File: src/assert_macros.svh
// Concurrent assertion helpers, empty for synthesis.
`ifndef ASSERT_MACROS_SVH
`define ASSERT_MACROS_SVH

`ifndef SYNTHESIS

`define SMLAT_ASSERT(label, prop, clk, rst_n) \
  label: assert property (@(posedge clk) disable iff (!rst_n) prop) \
    else $error("assertion failed");

`define SMLAT_ASSERT_ALWAYS(label, prop, clk) \
  label: assert property (@(posedge clk) prop) \
    else $error("assertion failed");

`else

`define SMLAT_ASSERT(label, prop, clk, rst_n)

`define SMLAT_ASSERT_ALWAYS(label, prop, clk)

`endif

`endif

File: src/smlat_pkg.sv
package smlat_pkg;

  localparam int unsigned NumModifiersDefault = 8;
  localparam int unsigned KeyIdxW    = 3;
  localparam int unsigned KindW      = 3;
  localparam int unsigned ModeW      = 2;
  localparam int unsigned ThreshW    = 16;
  localparam int unsigned TimeW      = 32;
  localparam int unsigned MaskW      = 8;
  localparam int unsigned AnnW       = 2;

  typedef enum logic [KindW-1:0] {
    EvRawPress   = 3'd0,
    EvRawRelease = 3'd1,
    EvPress      = 3'd2,
    EvRelease    = 3'd3,
    EvTap        = 3'd4
  } event_kind_e;

  typedef enum logic [ModeW-1:0] {
    ModeMomentary = 2'd0,
    ModeLatch     = 2'd1,
    ModeHybrid    = 2'd2
  } key_mode_e;

  typedef enum logic [AnnW-1:0] {
    AnnNone   = 2'd0,
    AnnLock   = 2'd1,
    AnnUnlock = 2'd2
  } announce_e;

  typedef struct packed {
    logic             engaged;
    logic             locked;
    logic [TimeW-1:0] stamp;
  } key_state_t;

  typedef struct packed {
    logic               valid;
    logic [KeyIdxW-1:0] idx;
    key_state_t         state;
  } key_write_t;

endpackage

File: src/smlat_if.sv
interface smlat_req_if;
  import smlat_pkg::*;

  logic               valid;
  logic               ready;
  logic [KeyIdxW-1:0] modifier_index;
  logic [KindW-1:0]   event_kind;
  logic [ModeW-1:0]   key_mode;
  logic [ThreshW-1:0] hold_threshold_ms;
  logic [TimeW-1:0]   now_ms;

  modport source (
    output valid, modifier_index, event_kind, key_mode, hold_threshold_ms, now_ms,
    input  ready
  );

  modport sink (
    input  valid, modifier_index, event_kind, key_mode, hold_threshold_ms, now_ms,
    output ready
  );
endinterface

interface smlat_rsp_if;
  import smlat_pkg::*;

  logic             valid;
  logic             ready;
  logic [MaskW-1:0] engaged_mask;
  logic [MaskW-1:0] locked_mask;
  logic [AnnW-1:0]  announce;

  modport source (
    output valid, engaged_mask, locked_mask, announce,
    input  ready
  );

  modport sink (
    input  valid, engaged_mask, locked_mask, announce,
    output ready
  );
endinterface

File: src/sticky_modifier_latch_core.sv
// Channel  Dir  Fields                                                    Accept
// req_i    in   modifier_index event_kind key_mode hold_threshold_ms now_ms  valid & ready
// rsp_o    out  engaged_mask locked_mask announce                         valid & ready
//
// One request per cycle sustained while rsp_o is not stalled; each result is registered.
// Input register -> one rule pass and flag/stamp update -> result register.
// Flags and stamps reset to zero on rst_ni low.
// A stalled result holds; the input register still takes a request while empty.
module sticky_modifier_latch_core
  import smlat_pkg::*;
#(
  parameter int unsigned NumModifiers = NumModifiersDefault
) (
  input  logic        clk_i,
  input  logic        rst_ni,
  smlat_req_if.sink   req_i,
  smlat_rsp_if.source rsp_o
);

  `include "assert_macros.svh"

  logic               in_valid_q;
  logic [KeyIdxW-1:0] idx_q;
  logic [KindW-1:0]   kind_q;
  logic [ModeW-1:0]   mode_q;
  logic [ThreshW-1:0] thresh_q;
  logic [TimeW-1:0]   now_q;

  logic             rsp_valid_q;
  logic [MaskW-1:0] eng_mask_q, eng_mask_d;
  logic [MaskW-1:0] lck_mask_q, lck_mask_d;
  announce_e        ann_q, ann_d;

  logic       advance;
  logic       in_range;
  key_state_t cur_state, nxt_state;
  key_write_t key_wr;

  assign advance     = in_valid_q && (!rsp_valid_q || rsp_o.ready);
  assign req_i.ready = !in_valid_q || advance;
  assign in_range    = 32'(idx_q) < NumModifiers;

  always_ff @(posedge clk_i or negedge rst_ni) begin
    if (!rst_ni) begin
      in_valid_q <= 1'b0;
    end else if (req_i.ready) begin
      in_valid_q <= req_i.valid;
    end
  end

  always_ff @(posedge clk_i) begin
    if (req_i.valid && req_i.ready) begin
      idx_q    <= req_i.modifier_index;
      kind_q   <= req_i.event_kind;
      mode_q   <= req_i.key_mode;
      thresh_q <= req_i.hold_threshold_ms;
      now_q    <= req_i.now_ms;
    end
  end

  smlat_rule u_rule (
    .kind_i     (kind_q),
    .mode_i     (mode_q),
    .thresh_i   (thresh_q),
    .now_i      (now_q),
    .cur_i      (cur_state),
    .nxt_o      (nxt_state),
    .announce_o (ann_d)
  );

  assign key_wr.valid = advance && in_range;
  assign key_wr.idx   = idx_q;
  assign key_wr.state = nxt_state;

  smlat_store #(
    .NumModifiers (NumModifiers)
  ) u_store (
    .clk_i          (clk_i),
    .rst_ni         (rst_ni),
    .rd_idx_i       (idx_q),
    .rd_state_o     (cur_state),
    .wr_i           (key_wr),
    .engaged_mask_o (eng_mask_d),
    .locked_mask_o  (lck_mask_d)
  );

  always_ff @(posedge clk_i or negedge rst_ni) begin
    if (!rst_ni) begin
      rsp_valid_q <= 1'b0;
    end else if (advance) begin
      rsp_valid_q <= 1'b1;
    end else if (rsp_o.ready) begin
      rsp_valid_q <= 1'b0;
    end
  end

  always_ff @(posedge clk_i) begin
    if (advance) begin
      eng_mask_q <= eng_mask_d;
      lck_mask_q <= lck_mask_d;
      ann_q      <= in_range ? ann_d : AnnNone;
    end
  end

  assign rsp_o.valid        = rsp_valid_q;
  assign rsp_o.engaged_mask = eng_mask_q;
  assign rsp_o.locked_mask  = lck_mask_q;
  assign rsp_o.announce     = ann_q;

  `SMLAT_ASSERT(a_advance_fills_rsp, advance |=> rsp_valid_q, clk_i, rst_ni)
  `SMLAT_ASSERT(a_stall_holds_req, in_valid_q && !advance |=> in_valid_q, clk_i, rst_ni)
  `SMLAT_ASSERT(a_lock_sets_mask, advance && in_range && ann_d == AnnLock |=> lck_mask_q != '0, clk_i, rst_ni)
  `SMLAT_ASSERT(a_no_write_when_idle, !in_valid_q |-> !key_wr.valid, clk_i, rst_ni)

endmodule

File: src/smlat_rule.sv
module smlat_rule
  import smlat_pkg::*;
(
  input  logic [KindW-1:0]   kind_i,
  input  logic [ModeW-1:0]   mode_i,
  input  logic [ThreshW-1:0] thresh_i,
  input  logic [TimeW-1:0]   now_i,
  input  key_state_t         cur_i,
  output key_state_t         nxt_o,
  output announce_e          announce_o
);

  logic [TimeW-1:0] held;
  logic             long_hold;

  assign held      = now_i - cur_i.stamp;
  assign long_hold = held >= {{(TimeW-ThreshW){1'b0}}, thresh_i};

  always_comb begin
    nxt_o      = cur_i;
    announce_o = AnnNone;
    unique case (event_kind_e'(kind_i))
      EvRawPress: begin
        if (!cur_i.engaged) begin
          nxt_o.engaged = 1'b1;
          nxt_o.stamp   = now_i;
        end else begin
          nxt_o.stamp = '0;
        end
      end
      EvRawRelease: begin
        if (long_hold) begin
          if (cur_i.locked) begin
            nxt_o.locked = 1'b0;
            announce_o   = AnnUnlock;
          end
          nxt_o.engaged = 1'b0;
        end else begin
          nxt_o.locked = 1'b1;
          announce_o   = AnnLock;
        end
        nxt_o.stamp = '0;
      end
      EvPress, EvRelease, EvTap: begin
        unique case (key_mode_e'(mode_i))
          ModeMomentary: begin
            nxt_o.engaged = event_kind_e'(kind_i) == EvPress;
            nxt_o.locked  = 1'b0;
            nxt_o.stamp   = (event_kind_e'(kind_i) == EvPress) ? now_i : '0;
          end
          ModeLatch: begin
            if (event_kind_e'(kind_i) == EvTap) begin
              nxt_o.engaged = !cur_i.engaged;
              nxt_o.locked  = !cur_i.engaged;
              nxt_o.stamp   = '0;
            end
          end
          ModeHybrid: begin
            if (event_kind_e'(kind_i) == EvPress) begin
              if (!cur_i.locked) nxt_o.engaged = 1'b1;
            end else if (event_kind_e'(kind_i) == EvTap) begin
              nxt_o.locked  = !cur_i.locked;
              nxt_o.engaged = !cur_i.locked;
            end else begin
              nxt_o.locked  = 1'b0;
              nxt_o.engaged = 1'b0;
            end
          end
          default: ;
        endcase
      end
      default: ;
    endcase
  end

endmodule

File: src/smlat_store.sv
module smlat_store
  import smlat_pkg::*;
#(
  parameter int unsigned NumModifiers = NumModifiersDefault
) (
  input  logic               clk_i,
  input  logic               rst_ni,
  input  logic [KeyIdxW-1:0] rd_idx_i,
  output key_state_t         rd_state_o,
  input  key_write_t         wr_i,
  output logic [MaskW-1:0]   engaged_mask_o,
  output logic [MaskW-1:0]   locked_mask_o
);

  logic [NumModifiers-1:0] eng_q, eng_d;
  logic [NumModifiers-1:0] lck_q, lck_d;
  logic [TimeW-1:0]        stamp_q [NumModifiers];
  logic [TimeW-1:0]        stamp_d [NumModifiers];

  always_comb begin
    rd_state_o = '0;
    for (int unsigned i = 0; i < NumModifiers; i++) begin
      if (32'(rd_idx_i) == i) begin
        rd_state_o.engaged = eng_q[i];
        rd_state_o.locked  = lck_q[i];
        rd_state_o.stamp   = stamp_q[i];
      end
    end
  end

  for (genvar i = 0; i < NumModifiers; i++) begin : g_key
    localparam int unsigned Slot = i;
    logic hit;

    assign hit        = wr_i.valid && (32'(wr_i.idx) == Slot);
    assign eng_d[i]   = hit ? wr_i.state.engaged : eng_q[i];
    assign lck_d[i]   = hit ? wr_i.state.locked  : lck_q[i];
    assign stamp_d[i] = hit ? wr_i.state.stamp   : stamp_q[i];

    always_ff @(posedge clk_i or negedge rst_ni) begin
      if (!rst_ni) begin
        eng_q[i]   <= 1'b0;
        lck_q[i]   <= 1'b0;
        stamp_q[i] <= '0;
      end else begin
        eng_q[i]   <= eng_d[i];
        lck_q[i]   <= lck_d[i];
        stamp_q[i] <= stamp_d[i];
      end
    end
  end

  for (genvar b = 0; b < MaskW; b++) begin : g_mask
    if (b < NumModifiers) begin : g_live
      assign engaged_mask_o[b] = eng_d[b];
      assign locked_mask_o[b]  = lck_d[b];
    end else begin : g_none
      assign engaged_mask_o[b] = 1'b0;
      assign locked_mask_o[b]  = 1'b0;
    end
  end

endmodule

File: src/flat_wrapper.sv
// flat-port wrapper written by rule: the top's interface ports become plain ports
module sticky_modifier_latch_core_flat import smlat_pkg::*;
#(
  parameter int unsigned NumModifiers = NumModifiersDefault
)
  (clk_i, rst_ni, req_i_valid, req_i_modifier_index, req_i_event_kind, req_i_key_mode, req_i_hold_threshold_ms, req_i_now_ms, req_i_ready, rsp_o_valid, rsp_o_engaged_mask, rsp_o_locked_mask, rsp_o_announce, rsp_o_ready);
  smlat_req_if req_i_i ();
  smlat_rsp_if rsp_o_i ();
  input  logic clk_i;
  input  logic rst_ni;
  input wire logic [$bits(req_i_i.valid)-1:0] req_i_valid;
  input wire logic [$bits(req_i_i.modifier_index)-1:0] req_i_modifier_index;
  input wire logic [$bits(req_i_i.event_kind)-1:0] req_i_event_kind;
  input wire logic [$bits(req_i_i.key_mode)-1:0] req_i_key_mode;
  input wire logic [$bits(req_i_i.hold_threshold_ms)-1:0] req_i_hold_threshold_ms;
  input wire logic [$bits(req_i_i.now_ms)-1:0] req_i_now_ms;
  output wire logic [$bits(req_i_i.ready)-1:0] req_i_ready;
  output wire logic [$bits(rsp_o_i.valid)-1:0] rsp_o_valid;
  output wire logic [$bits(rsp_o_i.engaged_mask)-1:0] rsp_o_engaged_mask;
  output wire logic [$bits(rsp_o_i.locked_mask)-1:0] rsp_o_locked_mask;
  output wire logic [$bits(rsp_o_i.announce)-1:0] rsp_o_announce;
  input wire logic [$bits(rsp_o_i.ready)-1:0] rsp_o_ready;
  assign req_i_i.valid = req_i_valid;
  assign req_i_i.modifier_index = req_i_modifier_index;
  assign req_i_i.event_kind = req_i_event_kind;
  assign req_i_i.key_mode = req_i_key_mode;
  assign req_i_i.hold_threshold_ms = req_i_hold_threshold_ms;
  assign req_i_i.now_ms = req_i_now_ms;
  assign req_i_ready = req_i_i.ready;
  assign rsp_o_valid = rsp_o_i.valid;
  assign rsp_o_engaged_mask = rsp_o_i.engaged_mask;
  assign rsp_o_locked_mask = rsp_o_i.locked_mask;
  assign rsp_o_announce = rsp_o_i.announce;
  assign rsp_o_i.ready = rsp_o_ready;
  sticky_modifier_latch_core #(.NumModifiers(NumModifiers)) u_core (.clk_i(clk_i), .rst_ni(rst_ni), .req_i(req_i_i), .rsp_o(rsp_o_i));
endmodule
File: config.mk
export PLATFORM = sky130hd
export DESIGN_NAME = sticky_modifier_latch_core_flat
export DESIGN_NICKNAME = d
export VERILOG_FILES = /design/src/smlat_pkg.sv /design/src/smlat_if.sv /design/src/sticky_modifier_latch_core.sv /design/src/smlat_rule.sv /design/src/smlat_store.sv /design/src/flat_wrapper.sv
export VERILOG_INCLUDE_DIRS = /design/src /design/src/src
export SDC_FILE = /design/constraint.sdc
export NUM_CORES = 1
export LEC_CHECK = 0
export CAP_MARGIN = 20
export CORE_MARGIN = 1
export CORE_UTILIZATION = 45
export CTS_CLUSTER_DIAMETER = 120
export DETAILED_ROUTE_END_ITERATION = 6
export DONT_BUFFER_PORTS = 1
export GPL_TIMING_DRIVEN = 0
export PLACE_DENSITY = 0.64
export SYNTH_ARGS = -nofsm -noshare
export SYNTH_HDL_FRONTEND = slang
export SYNTH_SLANG_ARGS = --single-unit
File: constraint.sdc
create_clock -name clk_i -period 19.05 [get_ports clk_i]
set_input_delay 2.8575 -clock clk_i [delete_from_list [all_inputs] [get_ports clk_i]]
set_output_delay 2.8575 -clock clk_i [all_outputs]
set_load 0.03 [all_outputs]
## Word level (Yosys, flattened, before mapping)

Cells that the tools add are included.

- Bits in latches: 0
- RAM bits: 0
- Memories kept: 0
- Register bits: 348
- Logic and storage cells: 114
- ROM bits: 0

- Reduce and logical (&&, ||, !) cells: 22
- Bitwise operators: 0
- $lt $le $gt $ge: 1
- Div/mod/pow operators: 0
- Shift operators: 0
- Add/subtract/negate cells: 1
- $mul: 0
- Muxes and demuxes: 42
- Eq/ne operators: 13

Operator list:

| cell | number |
|---|---|
| 34-bit two-way mux | 9 |
| 32-bit one-hot mux with 3 select lines | 1 |
| 32-bit two-way mux | 2 |
| 32-bit one-hot mux with 2 select lines | 1 |
| 32-bit by 16-bit >= comparator with 1-bit output | 1 |
| 32-bit subtractor | 1 |
| 1-bit two-way mux | 24 |
| 3-bit equality test (second input constant) | 5 |
| 3-bit by 2-bit equality test with 1-bit output (second input constant) | 4 |
| 1-bit logical AND | 10 |
| 3-bit by 1-bit equality test with 1-bit output (second input constant) | 2 |
| 3-bit logical NOT | 2 |
| 2-bit one-hot mux with 3 select lines | 1 |
| 1-bit logical NOT | 4 |
| 2-bit two-way mux | 2 |
| 1-bit one-hot mux with 3 select lines | 1 |
| 3-bit OR reduction | 1 |
| 2-bit by 1-bit equality test with 1-bit output (second input constant) | 1 |
| 2-bit equality test (second input constant) | 1 |
| 2-bit logical NOT | 1 |
| 1-bit logical OR | 2 |
| 1-bit one-hot mux with 2 select lines | 1 |
| 2-bit AND reduction | 1 |
| 2-bit nonzero test | 1 |

## Depth between registers and ports, before layout

- Depth after elaboration: 15
- Mapped depth: 30
- Gate-level depth less buffers: 26

## Cells and area by module

Synthesis repeated with hierarchy kept, for this count alone.

- Cells, all modules: 1268
- Area total of the unflattened synthesis: 17780.8 um^2

Modules (own cells, without submodules):

| module | area an instance (um^2) | times used | seq. area each (um^2) | cells an instance |
|---|---|---|---|---|
| smlat_store | 12264.3 | 1 | 6806.5 | 705 |
| smlat_rule | 3190.6 | 1 | 0.0 | 481 |
| sticky_modifier_latch_core | 2326.0 | 1 | 2272.2 | 82 |

## Least setup slack after synthesis

Ideal clock, no wire load.

- Path type: register to register
- Start point: reg u_core.idx_q[0]
- End point: reg u_core.lck_mask_q[0], in the netlist u_core.rsp_o.locked_mask[0] (data pin)
- Stages on the path, launching flop included: 28
- Arrival: 6.288 ns
- Slack: 12.606 ns
- Library setup time: 0.156 ns
- Path through: edfxtp_1 buf_6 buf_2 buf_2 buf_1 buf_1 mux2i_1 o22ai_1 a21oi_1 ha_1 and3_1 a211oi_1 nand2_1 a2111oi_0 nor2_1 a31oi_1 o21ai_0 xnor2_1 ha_1 a21oi_1 a21oi_1 a211oi_1 o211ai_1 a211oi_1 nand4_1 nor4_4 a41oi_4 o21ai_1

- Longest elaborated chain between the ends: 15

Ends and longest elaborated chain:

| what | RTL line | text |
|---|---|---|
| start, declared | sticky_modifier_latch_core.sv:23 | `logic [KeyIdxW-1:0] idx_q;` |
| start signal, assigned | sticky_modifier_latch_core.sv:53 | `idx_q <= req_i.modifier_index;` |
| branches (longest 14 deep; another with 32-bit subtractor) | -- |  |
| 1-bit two-way mux * | smlat_store.sv:37 | `assign lck_d[i] = hit ? wr_i.state.locked : lck_q[i];` |
| net u_core.lck_mask_d[0] | sticky_modifier_latch_core.sv:31 | `logic [MaskW-1:0] lck_mask_q, lck_mask_d;` |
| end signal, assigned | sticky_modifier_latch_core.sv:100 | `lck_mask_q <= lck_mask_d;` |
| end, declared | sticky_modifier_latch_core.sv:31 |  |

Mark *: on every way through the listed nets, which the timed path passes.
A chain may end at the register's enable or synchronous reset.

## Worst setup path after layout

- Start point: reg u_core.idx_q[2]
- End point: reg u_core.eng_mask_q[6], in the netlist u_core.rsp_o.engaged_mask[6] (data pin)

- Longest elaborated chain between the ends: 15

Ends and longest elaborated chain:

| what | RTL line | text |
|---|---|---|
| branches (longest 14 deep; another with 32-bit subtractor) | -- |  |
| 1-bit two-way mux * | smlat_store.sv:36 | `assign eng_d[i] = hit ? wr_i.state.engaged : eng_q[i];` |
| net u_core.eng_mask_d[6] | sticky_modifier_latch_core.sv:30 | `logic [MaskW-1:0] eng_mask_q, eng_mask_d;` |
| end signal, assigned | sticky_modifier_latch_core.sv:99 | `eng_mask_q <= eng_mask_d;` |
| end, declared | sticky_modifier_latch_core.sv:30 |  |

Marked as above.

==> flow_metrics.py <==
metrics = {
    "global_route": {
        "antenna_found_initial": 0,
        "grt_pass1_wl_um": 88700,
        "grt_pass1_vias": 14100,
        "grt_use_total_pct": 30.7,
        "overflow": 0,
        "grt_max_degree": 275,
    },
    "floorplanning": {
        "die-area_mm2": 0.0392,
        "die_w_um": 198,
        "core_mm2": 0.0377,
        "die_h_um": 198,
        "start_util_pct": 45.8,
        "io-pin-count": 80,
        "rows": 71,
    },
    "sta": {
        "fmax_mhz": 100,
        "finalSetupViolCount": 0,
        "hold_violations": 0,
        "layout_setup_ws_ps": 9090,
        "slew_viol_final": 0,
        "fin_skew_ps": 23.0,
        "setup_tns_ps": 0,
        "tightest_slew_ps": 1160,
        "timing.hold.ws_ps": 475,
        "final.period_utilization_pct": 52.3,
        "rsz0062_at_grt": "false",
        "post-route-min-period_ps": 9960,
        "relSlewSlack_pct": 22.6,
    },
    "clocking": {
        "ctsHoldBuffers": 0,
        "post-cts-setup-buffers": 0,
        "cts.clk_slew.worst_paths_ps": 60,
        "h-tree-depth": 2,
        "cts_tree": "yes",
        "root_buffer": "clkbuf_16",
        "cts_buffer_depth": 3,
        "clkSinkCount": 348,
        "clock_latency_ps": 580,
        "numCtsBuffers": 40,
        "cts_resized": 0,
    },
    "logic_synthesis": {
        "synth_top_area_share_pct": 39.7,
        "syn_inst": 1780,
        "async_reset_ff_share_pct": 78.7,
        "synth-seq-area-share_pct": 52.6,
        "synth_edf_count": 74,
        "netlist_area_mm2": 0.0173,
        "syn_avg_cell_area_um2": 9.70,
        "yosys_most_used_dff": "dfrtp_1",
        "synthDistinctLibCells": 79,
        "synthesis.nets": 1887,
        "synth_top_area_cell": "dfrtp_1",
        "synthTopCellsByArea": "dfrtp_1 40%, edfxtp_1 13%, a21oi_1 6.2%",
        "ys_warn_count": 0,
        "ys_ff_latch": 348,
    },
    "final_layout": {
        "fillers": 3467,
        "postLayoutCellArea_mm2": 0.0193,
        "drive_gt1_share_pct": 5.70,
        "nets": 1935,
        "fin_util_pct": 51.2,
        "seq_area_mm2": 0.00908,
        "antenna_cells": 0,
        "areaGrowthSynthToFinish_pct": 11.8,
        "multi_input_area_mm2": 0.00757,
        "final_cells": 2371,
    },
    "placement": {
        "detailed_place_hpwl_um": 41100,
        "place.gp.congestion": 0.959,
        "port_buffers": 0,
        "dp_cells": 2294,
        "placed_area_mm2": 0.0180,
        "dpl_worst_slack_ps": 9490,
    },
    "worst_hold_path": {
        "min_path_type": "flip-flop to flip-flop",
    },
    "pwr": {
        "ir_drop_v": 0.0000674,
        "power_density_mw_per_mm2": 131,
        "leakage_nw": 8.09,
        "p_total_mw": 2.52,
    },
    "route": {
        "wl_per_cell_um": 24.8,
        "routed_via_density": 6.12,
        "drc": 0,
        "drt_iter0_drc": 1533,
        "vias": 14500,
        "drtPass1Iterations": 5,
        "ant_nets": 0,
        "wl_um": 58800,
    },
    "outcome": {
        "status": "complete, no violations",
    },
    "setup_path": {
        "endpoint_kind": "flip-flop",
        "path_max_fanout": 10,
        "path_class": "flip-flop to flip-flop",
        "cp.required_ps": 19440,
        "crit_arrival_ps": 10350,
        "start_kind": "flip-flop",
    },
    "flow_run": {
        "drv_cap": 0,
    },
}
[sequential cells by signal (all words and copies together) (netlist names)]
name,count
u_core.u_store.stamp_q,256
u_core.now_q,32
u_core.thresh_q,16
u_core.rsp_o.engaged_mask,8
u_core.rsp_o.locked_mask,8
u_core.u_store.eng_q,8
u_core.u_store.lck_q,8
u_core.idx_q,3
u_core.kind_q,3
u_core.mode_q,2
u_core.rsp_o.announce,2
u_core.in_valid_q,1
u_core.rsp_o.valid,1
[cell usage in the layout, fill, tap and decap left out, types with 5 or more instances in the layout]
cell type and instances:
mux2i_1 49, buf_1 12, o221ai_1 20, nand2_1 239, inv_1 44, nor3_1 11, nand3_1 13, a21boi_0 5
edfxtp_1 74, a31oi_1 9, o211ai_1 8, nor2b_1 14, clkinv_1 11, and3_1 7, nand2b_1 13, nand4_1 12
o21bai_1 10, mux4_2 12, buf_2 5, ha_1 46, clkinv_2 7, o21ai_1 14, a211oi_1 8, xor2_1 9
and2_1 7, o21a_1 19, a21o_1 24, a21oi_1 214, dfrtp_1 274, o31ai_1 5, nor2_1 181, clkbuf_1 102
mux2_2 5, clkbuf_16 41, xnor2_1 15, nor4_1 5, a22oi_1 19, a221oi_1 11, o22ai_1 11, o21ai_0 197
[critical path, stage by stage, from the launching register on]
cell,delay (ps)
edfxtp_1,320
buf_2,200
buf_1,490
buf_1,460
clkbuf_1,530
clkbuf_1,620
buf_1,890
o22ai_1,250
a21oi_1,380
ha_1,370
and3_1,200
a211oi_1,640
nand2_1,120
a2111oi_0,430
nor2_1,270
a31oi_1,310
o21ai_0,160
xnor2_1,380
ha_1,340
a21oi_1,160
a21oi_1,80
a211oi_1,400
o211ai_1,160
a211oi_1,280
nand4_1,180
nor4_4,530
a311oi_4,250
o21ai_1,310
[metal layers]
metal / global-route usage [%] / share of wire, %
met3: 6.59 / 8.7
met5: 0 / 0
met2: 47.5 / 45
met1: 41.2 / 42
met4: 14.4 / 4.3
[synth_stat cells, types with 3 or more instances]
master	number
or3_1	4
buf_1	12
nor3_1	12
nand2_1	239
nor2_1	181
a21o_1	24
edfxtp_1	74
nand3b_1	3
nor2b_1	14
a22oi_1	19
and2_1	8
buf_2	5
a31oi_1	9
inv_1	44
o211a_1	3
nand3_1	13
mux4_2	12
mux2_2	5
xor2_1	9
a22o_1	4
nand2b_1	13
ha_1	46
o211ai_1	8
o22ai_1	11
o21ai_1	14
a21boi_0	5
mux2i_1	49
nor4_1	5
xnor2_1	15
a21oi_1	214
o21bai_1	10
o31ai_1	5
a221oi_1	11
o221ai_1	20
clkbuf_1	97
and3_1	7
o21a_1	19
o22ai_2	3
dfrtp_1	274
nand4_1	12
a211oi_1	8
o21ai_0	197
[cell type report]
type / count / share of cell area, %
flip-flops and latches: 348 / 47.1
repair buffers: 6 / 0.415
clock buffers: 48 / 5.56
multi-input cells: 1272 / 39.3
clock inverters: 26 / 1.20
inverters: 44 / 0.856
well taps: 511 / 3.31
plain buffers: 116 / 2.35
[power breakdown]
group | leakage [nW] | total, mW | switching (mW) | internal, mW
clock | 0.641 | 0.777 | 0.331 | 0.446
combinational | 3.25 | 0.691 | 0.432 | 0.259
sequential | 4.20 | 1.06 | 0.110 | 0.945
[final timing paths]
kind                                              from                            to  slack, ps  depth (start not counted)
max in group asynchronous                       rst_ni       u_core.u_store.lck_q[2]      16640                          0
min in group asynchronous                       rst_ni   u_core.u_store.stamp_q[210]       1980                          0
setup / recovery                       u_core.idx_q[2]  u_core.rsp_o.engaged_mask[6]       9090                         27
hold reg to reg            u_core.u_store.stamp_q[226]   u_core.u_store.stamp_q[226]        480                          2
hold / removal             u_core.u_store.stamp_q[226]   u_core.u_store.stamp_q[226]        480                          2
setup reg to reg                       u_core.idx_q[2]  u_core.rsp_o.engaged_mask[6]       9090                         27
[logic make-up (layout without fill, tap and decap cells)]
logic type                 after synthesis  in the layout  share of synthesized area (%)
and+or+nand+nor                        522            522                           12.9
DFF                                    348            348                           52.6
adders and majority gates               48             48                           3.51
buffers and inverters                  160            240                           3.58
muxes                                   69             69                           5.01
AOI/OAI and AO/OA                      609            609                           21.2
xor gates and xnor gates                24             24                           1.22
No activity file was read; power rests on OpenSTA's default activity.
